===== src/design/sdfr_pkg.sv =====
//------------------------------------------------------------------------------
// sdfr_pkg
// Shared types and constants for the serial dongle frame receiver.
//------------------------------------------------------------------------------
`default_nettype none
package sdfr_pkg;
  localparam int BufferBytesDefault = 64;

  localparam logic [7:0] SYNC_BYTE  = 8'hFF;
  localparam logic [7:0] CMD_DATA   = 8'h03;
  localparam logic [7:0] CMD_ACK    = 8'h89;
  localparam logic [7:0] CMD_SERIAL = 8'h8B;
  localparam logic [7:0] PRESET_PREFIX_XOR = 8'hFF ^ 8'h09 ^ 8'h03 ^ 8'h46 ^ 8'h01;
  localparam logic [15:0] VALID_MODES = 16'h0DEE;
  localparam int RESULT_CAP = 60;

  localparam logic [1:0] REQ_BYTE  = 2'd0;
  localparam logic [1:0] REQ_START = 2'd1;
  localparam logic [1:0] REQ_STOP  = 2'd2;

  localparam logic [2:0] KIND_PAYLOAD = 3'd0;
  localparam logic [2:0] KIND_PRESET  = 3'd1;
  localparam logic [2:0] KIND_IDREQ   = 3'd2;
  localparam logic [2:0] KIND_READY   = 3'd3;
  localparam logic [2:0] KIND_FAILED  = 3'd4;
  localparam logic [2:0] KIND_DROPPED = 3'd5;
  localparam logic [2:0] KIND_FORMAT  = 3'd6;

  localparam logic [2:0] PH_IDLE   = 3'd0;
  localparam logic [2:0] PH_FORMAT = 3'd1;
  localparam logic [2:0] PH_MODE   = 3'd2;
  localparam logic [2:0] PH_ID     = 3'd3;
  localparam logic [2:0] PH_READY  = 3'd4;

  // controller -> datapath commands
  typedef struct packed {
    logic clear;        // empty the store
    logic push;         // append the accepted byte
    logic rd_en;        // read store at rd_addr (relative to head)
    logic drop_en;      // advance head by drop_cnt
    logic drop_frame;   // drop = frame length, else drop one byte
    logic drop_scan;    // drop = scan position
    logic cs_clr;       // reset checksum accumulator
    logic cs_acc;       // xor read data into checksum
  } sdfr_cmd_t;
endpackage
`default_nettype wire


===== src/design/sdfr_datapath.sv =====
//------------------------------------------------------------------------------
// sdfr_datapath
// Circular frame store with head pointer and fill count, plus the check
// accumulator.
//------------------------------------------------------------------------------
`default_nettype none
module sdfr_datapath #(
  parameter int BUFFER_BYTES = sdfr_pkg::BufferBytesDefault,
  localparam int AW = $clog2(BUFFER_BYTES),
  localparam int CW = $clog2(BUFFER_BYTES + 1)
) (
  input  wire logic             clk,
  input  wire logic             rst_n,
  input  wire sdfr_pkg::sdfr_cmd_t cmd,
  input  wire logic [7:0]       wr_byte,
  input  wire logic [CW-1:0]    rd_addr,
  input  wire logic [CW-1:0]    scan_pos,
  input  wire logic [8:0]       frame_len,
  output logic [7:0]            rd_data,
  output logic [CW-1:0]         fill,
  output logic [7:0]            cs
);
  import sdfr_pkg::*;

  logic [7:0]    mem [BUFFER_BYTES];
  logic [AW-1:0] head_r, head_nxt;
  logic [CW-1:0] fill_r, fill_nxt;
  logic [7:0]    cs_r;
  logic [CW-1:0] drop_cnt;
  logic [AW:0]   wsum, rsum, dsum;
  logic [AW-1:0] waddr, raddr;

  assign fill = fill_r;
  assign cs   = cs_r;

  // head + offset modulo depth; depth need not be a power of two
  always_comb begin
    wsum = {1'b0, head_r} + (AW+1)'(fill_r);
    if (wsum >= (AW+1)'(BUFFER_BYTES)) wsum = wsum - (AW+1)'(BUFFER_BYTES);
    waddr = wsum[AW-1:0];
    rsum = {1'b0, head_r} + (AW+1)'(rd_addr);
    if (rsum >= (AW+1)'(BUFFER_BYTES)) rsum = rsum - (AW+1)'(BUFFER_BYTES);
    raddr = rsum[AW-1:0];
  end

  always_ff @(posedge clk) begin
    if (cmd.push && fill_r < CW'(BUFFER_BYTES)) mem[waddr] <= wr_byte;
    if (cmd.rd_en) rd_data <= mem[raddr];
  end

  always_comb begin
    if (cmd.drop_frame)     drop_cnt = (frame_len >= 9'(fill_r)) ? fill_r : CW'(frame_len);
    else if (cmd.drop_scan) drop_cnt = scan_pos;
    else                    drop_cnt = CW'(1);
    dsum = {1'b0, head_r} + (AW+1)'(drop_cnt);
    if (dsum >= (AW+1)'(BUFFER_BYTES)) dsum = dsum - (AW+1)'(BUFFER_BYTES);
    head_nxt = head_r;
    fill_nxt = fill_r;
    if (cmd.clear) begin
      fill_nxt = '0;
    end else if (cmd.push) begin
      if (fill_r < CW'(BUFFER_BYTES)) fill_nxt = fill_r + CW'(1);
    end else if (cmd.drop_en) begin
      if (drop_cnt >= fill_r) begin
        fill_nxt = '0;
      end else begin
        fill_nxt = fill_r - drop_cnt;
        head_nxt = dsum[AW-1:0];
      end
    end
  end

  always_ff @(posedge clk) begin
    if (!rst_n) begin
      head_r <= '0;
      fill_r <= '0;
    end else begin
      head_r <= head_nxt;
      fill_r <= fill_nxt;
    end
  end

  always_ff @(posedge clk) begin
    if (cmd.cs_clr)      cs_r <= '0;
    else if (cmd.cs_acc) cs_r <= cs_r ^ rd_data;
  end
endmodule
`default_nettype wire


===== src/design/sdfr_ctrl.sv =====
//------------------------------------------------------------------------------
// sdfr_ctrl
// Sequencer: accepts requests, runs resync scan, check pass and result emission.
//------------------------------------------------------------------------------
`default_nettype none
module sdfr_ctrl #(
  parameter int BUFFER_BYTES = sdfr_pkg::BufferBytesDefault,
  localparam int CW = $clog2(BUFFER_BYTES + 1)
) (
  input  wire logic          clk,
  input  wire logic          rst_n,
  input  wire logic          in_valid,
  output logic               in_ready,
  input  wire logic [1:0]    in_req_type,
  input  wire logic [7:0]    in_rx_byte,
  input  wire logic [3:0]    mode,
  output logic               out_valid,
  input  wire logic          out_ready,
  output logic [2:0]         out_kind,
  output logic [7:0]         out_data_byte,
  output logic [31:0]        out_serial_number,
  output logic               out_last,
  output sdfr_pkg::sdfr_cmd_t cmd,
  output logic [7:0]         wr_byte,
  output logic [CW-1:0]      rd_addr,
  output logic [CW-1:0]      scan_pos,
  output logic [8:0]         frame_len,
  input  wire logic [7:0]    rd_data,
  input  wire logic [CW-1:0] fill,
  input  wire logic [7:0]    cs
);
  import sdfr_pkg::*;

  localparam logic [3:0] S_IDLE  = 4'd0;
  localparam logic [3:0] S_HEAD  = 4'd1;  // read head byte
  localparam logic [3:0] S_HCHK  = 4'd2;
  localparam logic [3:0] S_SCAN  = 4'd3;  // read byte at scan_pos
  localparam logic [3:0] S_SCHK  = 4'd4;
  localparam logic [3:0] S_LEN   = 4'd5;  // wait read of length
  localparam logic [3:0] S_CSUM  = 4'd6;  // accumulate check
  localparam logic [3:0] S_CMD   = 4'd7;
  localparam logic [3:0] S_ST    = 4'd8;  // ack status byte check
  localparam logic [3:0] S_EMIT  = 4'd9;  // payload byte read in flight
  localparam logic [3:0] S_OUT   = 4'd10; // result waiting
  localparam logic [3:0] S_SNRD  = 4'd11;
  localparam logic [3:0] S_DROP  = 4'd12;

  logic [3:0]    st_r, st_nxt;
  logic [2:0]    ph_r, ph_nxt;
  logic [CW-1:0] pos_r, pos_nxt;
  logic [7:0]    plen_r, plen_nxt;
  logic [7:0]    cmd_r, cmd_nxt;
  logic [5:0]    cnt_r, cnt_nxt;
  logic [31:0]   sn_r, sn_nxt;
  logic [1:0]    sni_r, sni_nxt;
  logic [3:0]    ret_r, ret_nxt;   // state after result taken
  logic          ov_r, ov_nxt;
  logic [2:0]    ok_r, ok_nxt;
  logic [7:0]    od_r, od_nxt;
  logic [31:0]   osn_r, osn_nxt;
  logic          ol_r, ol_nxt;
  logic [8:0]    flen;
  logic [6:0]    emit_n;

  assign in_ready  = (st_r == S_IDLE) && !ov_r;
  assign out_valid = ov_r;
  assign out_kind  = ok_r;
  assign out_data_byte = od_r;
  assign out_serial_number = osn_r;
  assign out_last  = ol_r;
  // push is only issued in the accepting cycle
  assign wr_byte   = in_rx_byte;
  assign scan_pos  = pos_r;
  assign flen      = {1'b0, plen_r} + 9'd4;
  assign frame_len = flen;
  assign emit_n    = (plen_r > 8'(RESULT_CAP)) ? 7'(RESULT_CAP) : plen_r[6:0];

  always_comb begin
    st_nxt = st_r; ph_nxt = ph_r; pos_nxt = pos_r; plen_nxt = plen_r;
    cmd_nxt = cmd_r; cnt_nxt = cnt_r; sn_nxt = sn_r; sni_nxt = sni_r;
    ret_nxt = ret_r; ov_nxt = ov_r; ok_nxt = ok_r; od_nxt = od_r;
    osn_nxt = osn_r; ol_nxt = ol_r;
    cmd = '0;
    rd_addr = '0;
    if (ov_r && out_ready) ov_nxt = 1'b0;
    case (st_r)
      S_IDLE: begin
        if (in_valid && in_ready) begin
          case (in_req_type)
            REQ_START: begin
              cmd.clear = 1'b1; ph_nxt = PH_FORMAT;
              ov_nxt = 1'b1; ok_nxt = KIND_FORMAT; od_nxt = '0; osn_nxt = '0;
              ol_nxt = 1'b1;
            end
            REQ_STOP: ph_nxt = PH_IDLE;
            REQ_BYTE: begin
              if (ph_r != PH_IDLE) begin
                cmd.push = 1'b1; st_nxt = S_HEAD;
              end
            end
            default: ;
          endcase
        end
      end
      S_HEAD: begin
        cmd.rd_en = 1'b1; rd_addr = '0; st_nxt = S_HCHK;
      end
      S_HCHK: begin
        if (fill == '0) st_nxt = S_IDLE;
        else if (rd_data != SYNC_BYTE) begin
          pos_nxt = CW'(1); st_nxt = S_SCAN;
        end else if (fill <= CW'(3)) st_nxt = S_IDLE;
        else begin
          cmd.rd_en = 1'b1; rd_addr = CW'(2); st_nxt = S_LEN;
        end
      end
      S_SCAN: begin
        if (pos_r >= fill) begin
          cmd.clear = 1'b1; st_nxt = S_IDLE;
        end else begin
          cmd.rd_en = 1'b1; rd_addr = pos_r; st_nxt = S_SCHK;
        end
      end
      S_SCHK: begin
        if (rd_data == SYNC_BYTE) begin
          cmd.drop_en = 1'b1; cmd.drop_scan = 1'b1; st_nxt = S_DROP;
        end else begin
          pos_nxt = pos_r + CW'(1); st_nxt = S_SCAN;
        end
      end
      S_DROP: begin
        // after resync, continue framing from the new head
        if (fill <= CW'(3)) st_nxt = S_IDLE;
        else begin
          cmd.rd_en = 1'b1; rd_addr = CW'(2); st_nxt = S_LEN;
        end
      end
      S_LEN: begin
        plen_nxt = rd_data;
        if ({1'b0, rd_data} + 9'd4 > 9'(BUFFER_BYTES)) begin
          cmd.drop_en = 1'b1; st_nxt = S_IDLE;
        end else if (9'(fill) < {1'b0, rd_data} + 9'd4) st_nxt = S_IDLE;
        else begin
          cmd.cs_clr = 1'b1; cmd.rd_en = 1'b1; rd_addr = '0;
          pos_nxt = CW'(1); st_nxt = S_CSUM;
        end
      end
      S_CSUM: begin
        cmd.cs_acc = 1'b1;
        if (pos_r == CW'(2)) cmd_nxt = rd_data;
        if (9'(pos_r) < flen) begin
          cmd.rd_en = 1'b1; rd_addr = pos_r; pos_nxt = pos_r + CW'(1);
        end else st_nxt = S_CMD;
      end
      S_CMD: begin
        if (cs != 8'h00) begin
          cmd.drop_en = 1'b1; st_nxt = S_IDLE;
        end else begin
          case (cmd_r)
            CMD_DATA: begin
              if (ph_r == PH_READY && plen_r != 8'd0) begin
                cnt_nxt = '0; cmd.rd_en = 1'b1; rd_addr = CW'(3); st_nxt = S_EMIT;
              end else begin
                cmd.drop_en = 1'b1; cmd.drop_frame = 1'b1; st_nxt = S_IDLE;
              end
            end
            CMD_ACK: begin
              cmd.rd_en = 1'b1; rd_addr = CW'(3); st_nxt = S_ST;
            end
            CMD_SERIAL: begin
              sn_nxt = '0; sni_nxt = '0;
              if (plen_r == 8'd0) begin
                ph_nxt = PH_READY; ov_nxt = 1'b1; ok_nxt = KIND_READY;
                od_nxt = '0; osn_nxt = '0; ol_nxt = 1'b1;
                cmd.drop_en = 1'b1; cmd.drop_frame = 1'b1; st_nxt = S_OUT;
                ret_nxt = S_IDLE;
              end else begin
                cmd.rd_en = 1'b1; rd_addr = CW'(3); st_nxt = S_SNRD;
              end
            end
            default: begin
              ph_nxt = PH_IDLE; cmd.clear = 1'b1;
              ov_nxt = 1'b1; ok_nxt = KIND_DROPPED; od_nxt = '0; osn_nxt = '0;
              ol_nxt = 1'b1; st_nxt = S_OUT; ret_nxt = S_IDLE;
            end
          endcase
        end
      end
      S_SNRD: begin
        sn_nxt = sn_r | ({24'd0, rd_data} << {sni_r, 3'b000});
        if (sni_r == 2'd3 || {6'd0, sni_r} + 8'd1 >= plen_r) begin
          ph_nxt = PH_READY; ov_nxt = 1'b1; ok_nxt = KIND_READY; od_nxt = '0;
          osn_nxt = sn_r | ({24'd0, rd_data} << {sni_r, 3'b000}); ol_nxt = 1'b1;
          cmd.drop_en = 1'b1; cmd.drop_frame = 1'b1; st_nxt = S_OUT;
          ret_nxt = S_IDLE;
        end else begin
          sni_nxt = sni_r + 2'd1;
          cmd.rd_en = 1'b1; rd_addr = CW'(4) + CW'(sni_r); st_nxt = S_SNRD;
        end
      end
      S_ST: begin
        cmd.drop_en = 1'b1; cmd.drop_frame = 1'b1; st_nxt = S_IDLE;
        od_nxt = '0; osn_nxt = '0; ol_nxt = 1'b1;
        if (rd_data != 8'h00) begin
          ov_nxt = 1'b1; ok_nxt = KIND_FAILED;
          st_nxt = S_OUT; ret_nxt = S_IDLE;
        end else if (ph_r == PH_FORMAT) begin
          ph_nxt = PH_MODE; ov_nxt = 1'b1; st_nxt = S_OUT; ret_nxt = S_IDLE;
          if (VALID_MODES[mode]) begin
            ok_nxt = KIND_PRESET; od_nxt = PRESET_PREFIX_XOR ^ {4'd0, mode};
          end else ok_nxt = KIND_FAILED;
        end else if (ph_r == PH_MODE) begin
          ph_nxt = PH_ID; ov_nxt = 1'b1; ok_nxt = KIND_IDREQ;
          st_nxt = S_OUT; ret_nxt = S_IDLE;
        end
      end
      S_EMIT: begin
        // wait for output slot
        if (!ov_r || out_ready) begin
          ov_nxt = 1'b1; ok_nxt = KIND_PAYLOAD; od_nxt = rd_data; osn_nxt = '0;
          if (7'(cnt_r) + 7'd1 >= emit_n) begin
            ol_nxt = 1'b1;
            cmd.drop_en = 1'b1; cmd.drop_frame = 1'b1;
            st_nxt = S_OUT; ret_nxt = S_IDLE;
          end else begin
            ol_nxt = 1'b0;
            cnt_nxt = cnt_r + 6'd1;
            cmd.rd_en = 1'b1; rd_addr = CW'(4) + CW'(cnt_r);
            st_nxt = S_EMIT;
          end
        end
      end
      S_OUT: begin
        if (!ov_r || out_ready) st_nxt = ret_r;
      end
      default: st_nxt = S_IDLE;
    endcase
  end

  always_ff @(posedge clk) begin
    if (!rst_n) begin
      st_r <= S_IDLE;
      ph_r <= PH_IDLE;
      ov_r <= 1'b0;
    end else begin
      st_r <= st_nxt;
      ph_r <= ph_nxt;
      ov_r <= ov_nxt;
    end
  end

  always_ff @(posedge clk) begin
    pos_r <= pos_nxt; plen_r <= plen_nxt; cmd_r <= cmd_nxt; cnt_r <= cnt_nxt;
    sn_r <= sn_nxt; sni_r <= sni_nxt; ret_r <= ret_nxt; ok_r <= ok_nxt;
    od_r <= od_nxt; osn_r <= osn_nxt; ol_r <= ol_nxt;
  end
endmodule
`default_nettype wire


===== src/design/serial_dongle_frame_receiver_top.sv =====
//------------------------------------------------------------------------------
// serial_dongle_frame_receiver_top
// Deframer and link sequencer for a serial radio dongle.
//
//  channel | ports                       | direction
//  in      | in_valid/in_ready           | request, byte in
//  out     | out_valid/out_ready         | result out
//  cfg     | cfg_valid/cfg_ready         | preset mode write
//
// One item at a time. A byte is stored, then the head byte is read and
// checked; a sync head with at least four bytes also has its length read.
// A resync scan reads and checks each byte scanned, then drops; a check pass
// reads the whole frame; a result waits out any output stall. Synchronous
// active-low reset; no clearing pass. One store read port paces scan and check
// passes. Mode writes are taken only while no transaction is in flight.
//------------------------------------------------------------------------------
`default_nettype none
module serial_dongle_frame_receiver_top #(
  parameter int BUFFER_BYTES = sdfr_pkg::BufferBytesDefault
) (
  input  wire logic        clk,
  input  wire logic        rst_n,
  input  wire logic        in_valid,
  output logic             in_ready,
  input  wire logic [1:0]  in_req_type,
  input  wire logic [7:0]  in_rx_byte,
  output logic             out_valid,
  input  wire logic        out_ready,
  output logic [2:0]       out_kind,
  output logic [7:0]       out_data_byte,
  output logic [31:0]      out_serial_number,
  output logic             out_last,
  input  wire logic        cfg_valid,
  output logic             cfg_ready,
  input  wire logic [3:0]  cfg_preset_mode
);
  import sdfr_pkg::*;
  localparam int CW = $clog2(BUFFER_BYTES + 1);

  logic [3:0]    mode_r;
  sdfr_cmd_t     cmd;
  logic [7:0]    wr_byte, rd_data, cs;
  logic [CW-1:0] rd_addr, scan_pos, fill;
  logic [8:0]    frame_len;

  assign cfg_ready = in_ready;
  always_ff @(posedge clk) begin
    if (!rst_n) mode_r <= 4'd1;
    else if (cfg_valid && cfg_ready) mode_r <= cfg_preset_mode;
  end

  sdfr_ctrl #(.BUFFER_BYTES(BUFFER_BYTES)) u_ctrl (
    .clk, .rst_n, .in_valid, .in_ready, .in_req_type, .in_rx_byte,
    .mode(mode_r), .out_valid, .out_ready, .out_kind, .out_data_byte,
    .out_serial_number, .out_last, .cmd, .wr_byte, .rd_addr, .scan_pos,
    .frame_len, .rd_data, .fill, .cs
  );

  sdfr_datapath #(.BUFFER_BYTES(BUFFER_BYTES)) u_dp (
    .clk, .rst_n, .cmd, .wr_byte, .rd_addr, .scan_pos, .frame_len,
    .rd_data, .fill, .cs
  );
endmodule
`default_nettype wire


===== config.mk =====
export PLATFORM = sky130hd
export DESIGN_NAME = serial_dongle_frame_receiver_top
export DESIGN_NICKNAME = d
export VERILOG_FILES = /design/src/design/sdfr_pkg.sv /design/src/design/sdfr_datapath.sv /design/src/design/sdfr_ctrl.sv /design/src/design/serial_dongle_frame_receiver_top.sv
export SDC_FILE = /design/constraint.sdc
export NUM_CORES = 1
export LEC_CHECK = 0
export BUFFER_PORTS_ARGS = -buffer_cell sky130_fd_sc_hd__buf_2
export CAP_MARGIN = 20
export CORE_ASPECT_RATIO = 0.75
export CORE_MARGIN = 5
export CORE_UTILIZATION = 55
export CTS_BUF_LIST = sky130_fd_sc_hd__clkbuf_4
export CTS_CLUSTER_DIAMETER = 60
export DETAILED_ROUTE_END_ITERATION = 6
export PLACE_DENSITY = 0.71
export REMOVE_ABC_BUFFERS = 1
export SLEW_MARGIN = 20
export SYNTH_ARGS = -nofsm -noshare
export SYNTH_HDL_FRONTEND = slang
export SYNTH_SLANG_ARGS = --single-unit

===== constraint.sdc =====
create_clock -name clk -period 11.15 [get_ports clk]
set_input_delay 0.5575 -clock clk [delete_from_list [all_inputs] [get_ports clk]]
set_output_delay 0.5575 -clock clk [all_outputs]
set_load 0.02 [all_outputs]

==> metrics.txt <==
CP required=11730 ps; residual DRC count=0; TritonCTS clock tree=yes; HP Class=in2reg; Worst Hold Path EP=mode_r[2]; Core ar.=0.0516 sq mm; largest net degree at the start of global routing=73; Final ANT Viol Nets=0; total power=4.80 mW; EDFF count, synth=627; H-tree lvl count=4; TritonCTS Buffers=158; fin crit period=7060 ps; WL final=65900 microns; buffer depth of the longest clock path=3; Initial Util=0.556; Crit Reg-Reg Endpoint=u_dp.rd_data[7]; RR Startpoint=u_ctrl.plen_r[2]; mapped cell area=0.0287 sq mm; PD cells=151 mW/mm^2; Gate Count Post-Synth=1687; peak supply drop=0.118 mV; delay-heaviest family, CP=adder cells; Slowest-stage cell, CP=fa_4; Worst-Margin Slew=1140 ps; Root Buffer=clkbuf_4; Final Hold Fails=0; row count=72; Yosys reg bits=661; FF-to-FF setup slack=4090 ps; RSZ-0062 raised after global routing=false; Worst Min Path Start=cfg_valid; CP arrival=7640 ps; largest family of logic cells by synthesized area=multiplexers; Iter 0 DRT Violations=1978; mux cell area share after synthesis=0.141; worst hold stages=4; CP Buf/Inv Count=1; first-pass GRT wire length=99400 microns; adder-cell area share of the yosys netlist=0.0346; Synth Flop Type=edfxtp_1; sequential-to-total area share from yosys stat=0.680; clock slew seen by the registers of the worst setup and hold paths=80 ps; gr usage total=0.232; Yosys cell types=93; CTS Sinks=661; Async SR Flop Fraction=0; TritonRoute pass-1 iters=6; Synth Area in XOR/XNOR=0.0150; clk_skew=57.5 ps; yosys warns=0; nature of the critical path startpoint=flop; Max Freq=142 MHz; cells along the critical path=ha_1 > nand3_1 > o21ai_0 > nor2_1 > ha_1 > nand2_1 > o21ai_1 > a31oi_1 > and3_2 > a221oi_1 > nand2_1 > ha_4 > fa_4 > buf_4 > mux4_2 > mux4_1 > mux2i_1 > mux2i_1; drt wl/cell=24.5 microns; Clock Latency Late Sink=890 ps; Final nets=1967; Post-Synth Simple-Gate Area=0.0631; Compound-Gate Fraction of Synth Area=0.0490; depth of the most critical reg-to-reg path=18; die width=274 microns; port bufs=65; Syn-to-layout area delta=11.1%; Pleak=10.8 nW; Final Cycle Share=0.633; Final setup violation count=0; fin. max-slew vios=0; Die Y=208 microns; DP HPWL=41000 microns; synthesized area per cell=17.0 sq um; I/O Pins=66; Slew headroom=0.238; crit path max fanout=72; critical path's largest stage delay=1410 ps; die area=0.0569 sq mm; status=finished, final reports clean; setup TNS=0 ps; initial antenna violation count=2; global route overflow=0; vias per cell=6.09; vias=16396; CP Class=reg2reg; number of global-route vias before repair=16296; layout cells sized above 1=0.252; maxcap violations=0; RePlAce Congestion=0.931; CP endpoint kind=flop; CTS resizes=0
==> state kept, by name (all words and copies together) (netlist names), named ones only <==
register,flops
mode_r,4
u_ctrl.cmd_r,8
u_ctrl.cnt_r,6
u_ctrl.out_data_byte,8
u_ctrl.out_kind,3
u_ctrl.out_last,1
u_ctrl.out_serial_number,32
u_ctrl.out_valid,1
u_ctrl.ph_r,3
u_ctrl.plen_r,8
u_ctrl.scan_pos,7
u_ctrl.sn_r,32
u_ctrl.sni_r,2
u_ctrl.st_r,4
u_dp.cs,8
u_dp.fill,7
u_dp.head_r,6
u_dp.mem,512
u_dp.rd_data,8
==> worst max path at each step <==
stage | startpoint | to | slack [ps] | cells after the start
global route | u_ctrl.plen_r[2] | u_dp.rd_data[7] | 3760 | 18
CTS | u_ctrl.plen_r[2] | u_dp.rd_data[7] | 4180 | 18
detailed placement | u_ctrl.plen_r[2] | u_dp.rd_data[7] | 4230 | 18
global placement | u_ctrl.plen_r[2] | u_dp.rd_data[7] | 4320 | 18
finish | u_ctrl.plen_r[2] | u_dp.rd_data[7] | 4090 | 18
floorplan | u_ctrl.plen_r[2] | u_dp.rd_data[0] | 2450 | 16
==> power by group <==
group,switching (mW),internal [mW]
logic,0.0811,0.0330
clock network,0.955,0.998
registers,0.0103,2.72
total,1.05,3.75
==> routing by layer <==
metal,vias up,global-route usage,part of all wire
li1,7210,-,-
met1,8213,0.359,0.44
met2,883,0.332,0.44
met3,90,0.0660,0.11
met4,0,0.0567,0.015
met5,-,0,0
==> worst min-delay path: cells and delay by family <==
family          cells  cell delay [ps]
buf+inv             1              120
compound gates      1               70
simple gates        2              180
==> cell usage after synthesis, drive strengths merged (3+ instances only) <==
| cell | count | area share |
|---|---|---|
| xnor2 | 23 | 0.0070 |
| and3 | 7 | 0.0016 |
| nor2b | 11 | 0.0024 |
| o21ai | 32 | 0.0057 |
| nor3b | 5 | 0.0015 |
| a221oi | 5 | 0.0017 |
| o32ai | 3 | 0.0016 |
| a21o | 15 | 0.0039 |
| o31ai | 3 | 0.00078 |
| edfxtp | 627 | 0.66 |
| clkbuf | 43 | 0.0060 |
| nand4 | 9 | 0.0025 |
| a22o | 3 | 0.0010 |
| nand2 | 77 | 0.010 |
| mux4 | 160 | 0.13 |
| a21oi | 81 | 0.014 |
| fa | 4 | 0.0028 |
| nand3 | 41 | 0.0072 |
| a311oi | 3 | 0.00092 |
| dfxtp | 34 | 0.024 |
| ha | 73 | 0.032 |
| o21bai | 5 | 0.0013 |
| mux2i | 32 | 0.011 |
| or4 | 3 | 0.00078 |
| xor2 | 24 | 0.0080 |
| o2111ai | 3 | 0.00092 |
| nand2b | 8 | 0.0017 |
| inv | 43 | 0.0056 |
| nor3 | 16 | 0.0034 |
| or2 | 3 | 0.00065 |
| o22ai | 6 | 0.0013 |
| nor4 | 7 | 0.0023 |
| nor2 | 181 | 0.024 |
| a41oi | 4 | 0.0012 |
| o31a | 3 | 0.0012 |
| and2 | 11 | 0.0024 |
| a211oi | 10 | 0.0030 |
| o21a | 5 | 0.0016 |
| a31oi | 7 | 0.0017 |
| buf | 26 | 0.0059 |
| or3 | 3 | 0.00065 |
==> final cells by class <==
type	count	area, sq um
multi-input cells	913	8730
fillers	3727	19700
flip-flops and latches	661	19500
inverters	44	165
clock inverters	43	253
diodes	4	10.0
clock buffers	231	1730
well taps	703	880
repair buffers	93	588
==> cell usage in the layout, fill, tap and decap left out, drive strengths merged, types with 8 or more instances in the layout <==
cell type and count:
ha 73, xor2 24, o21ai 32, a21oi 81, mux2i 32, edfxtp 627, dlygate4sd3 10, nor2b 11
xnor2 23, mux4 160, a21o 15, nand2b 8, and2 11, nand3 41, nand4 9, buf 83
clkbuf 231, nor3 16, clkinv 33, inv 48, nand2 77, dfxtp 34, nor2 181, a211oi 10
==> what timing repair did <==
| action | in CTS | in global routing |
|---|---|---|
| hold endpoints to repair | 8 | 0 |
| hold buffers | 10 | 0 |
| setup endpoints to repair | 0 | 0 |
| setup buffers | 0 | 0 |
==> logic make-up after synthesis <==
kind of cell             count (synthesis)
other                                    1
AND/OR/NAND/NOR                        389
multiplexers                           192
flip-flops                             661
XOR/XNOR                                47
AO/OA/AOI/OAI                          207
buffers and inverters                  113
adder cells (fa/ha/maj)                 77
==> stage by stage <==
stage	instance area (sq um)	util	hold WS [ps]	setup WS (ps)	instances
2_1_floorplan	28300	-	456	2450	1618
3_3_place_gp	29700	0.576	486	4320	2402
3_5_place_dp	29700	0.576	492	4230	2402
4_1_cts	31800	0.616	17.7	4180	2686
5_1_grt	31900	0.617	78.7	3760	2689
6_report	31900	0.617	110	4090	2692
(Power assumes the default switching activity.)
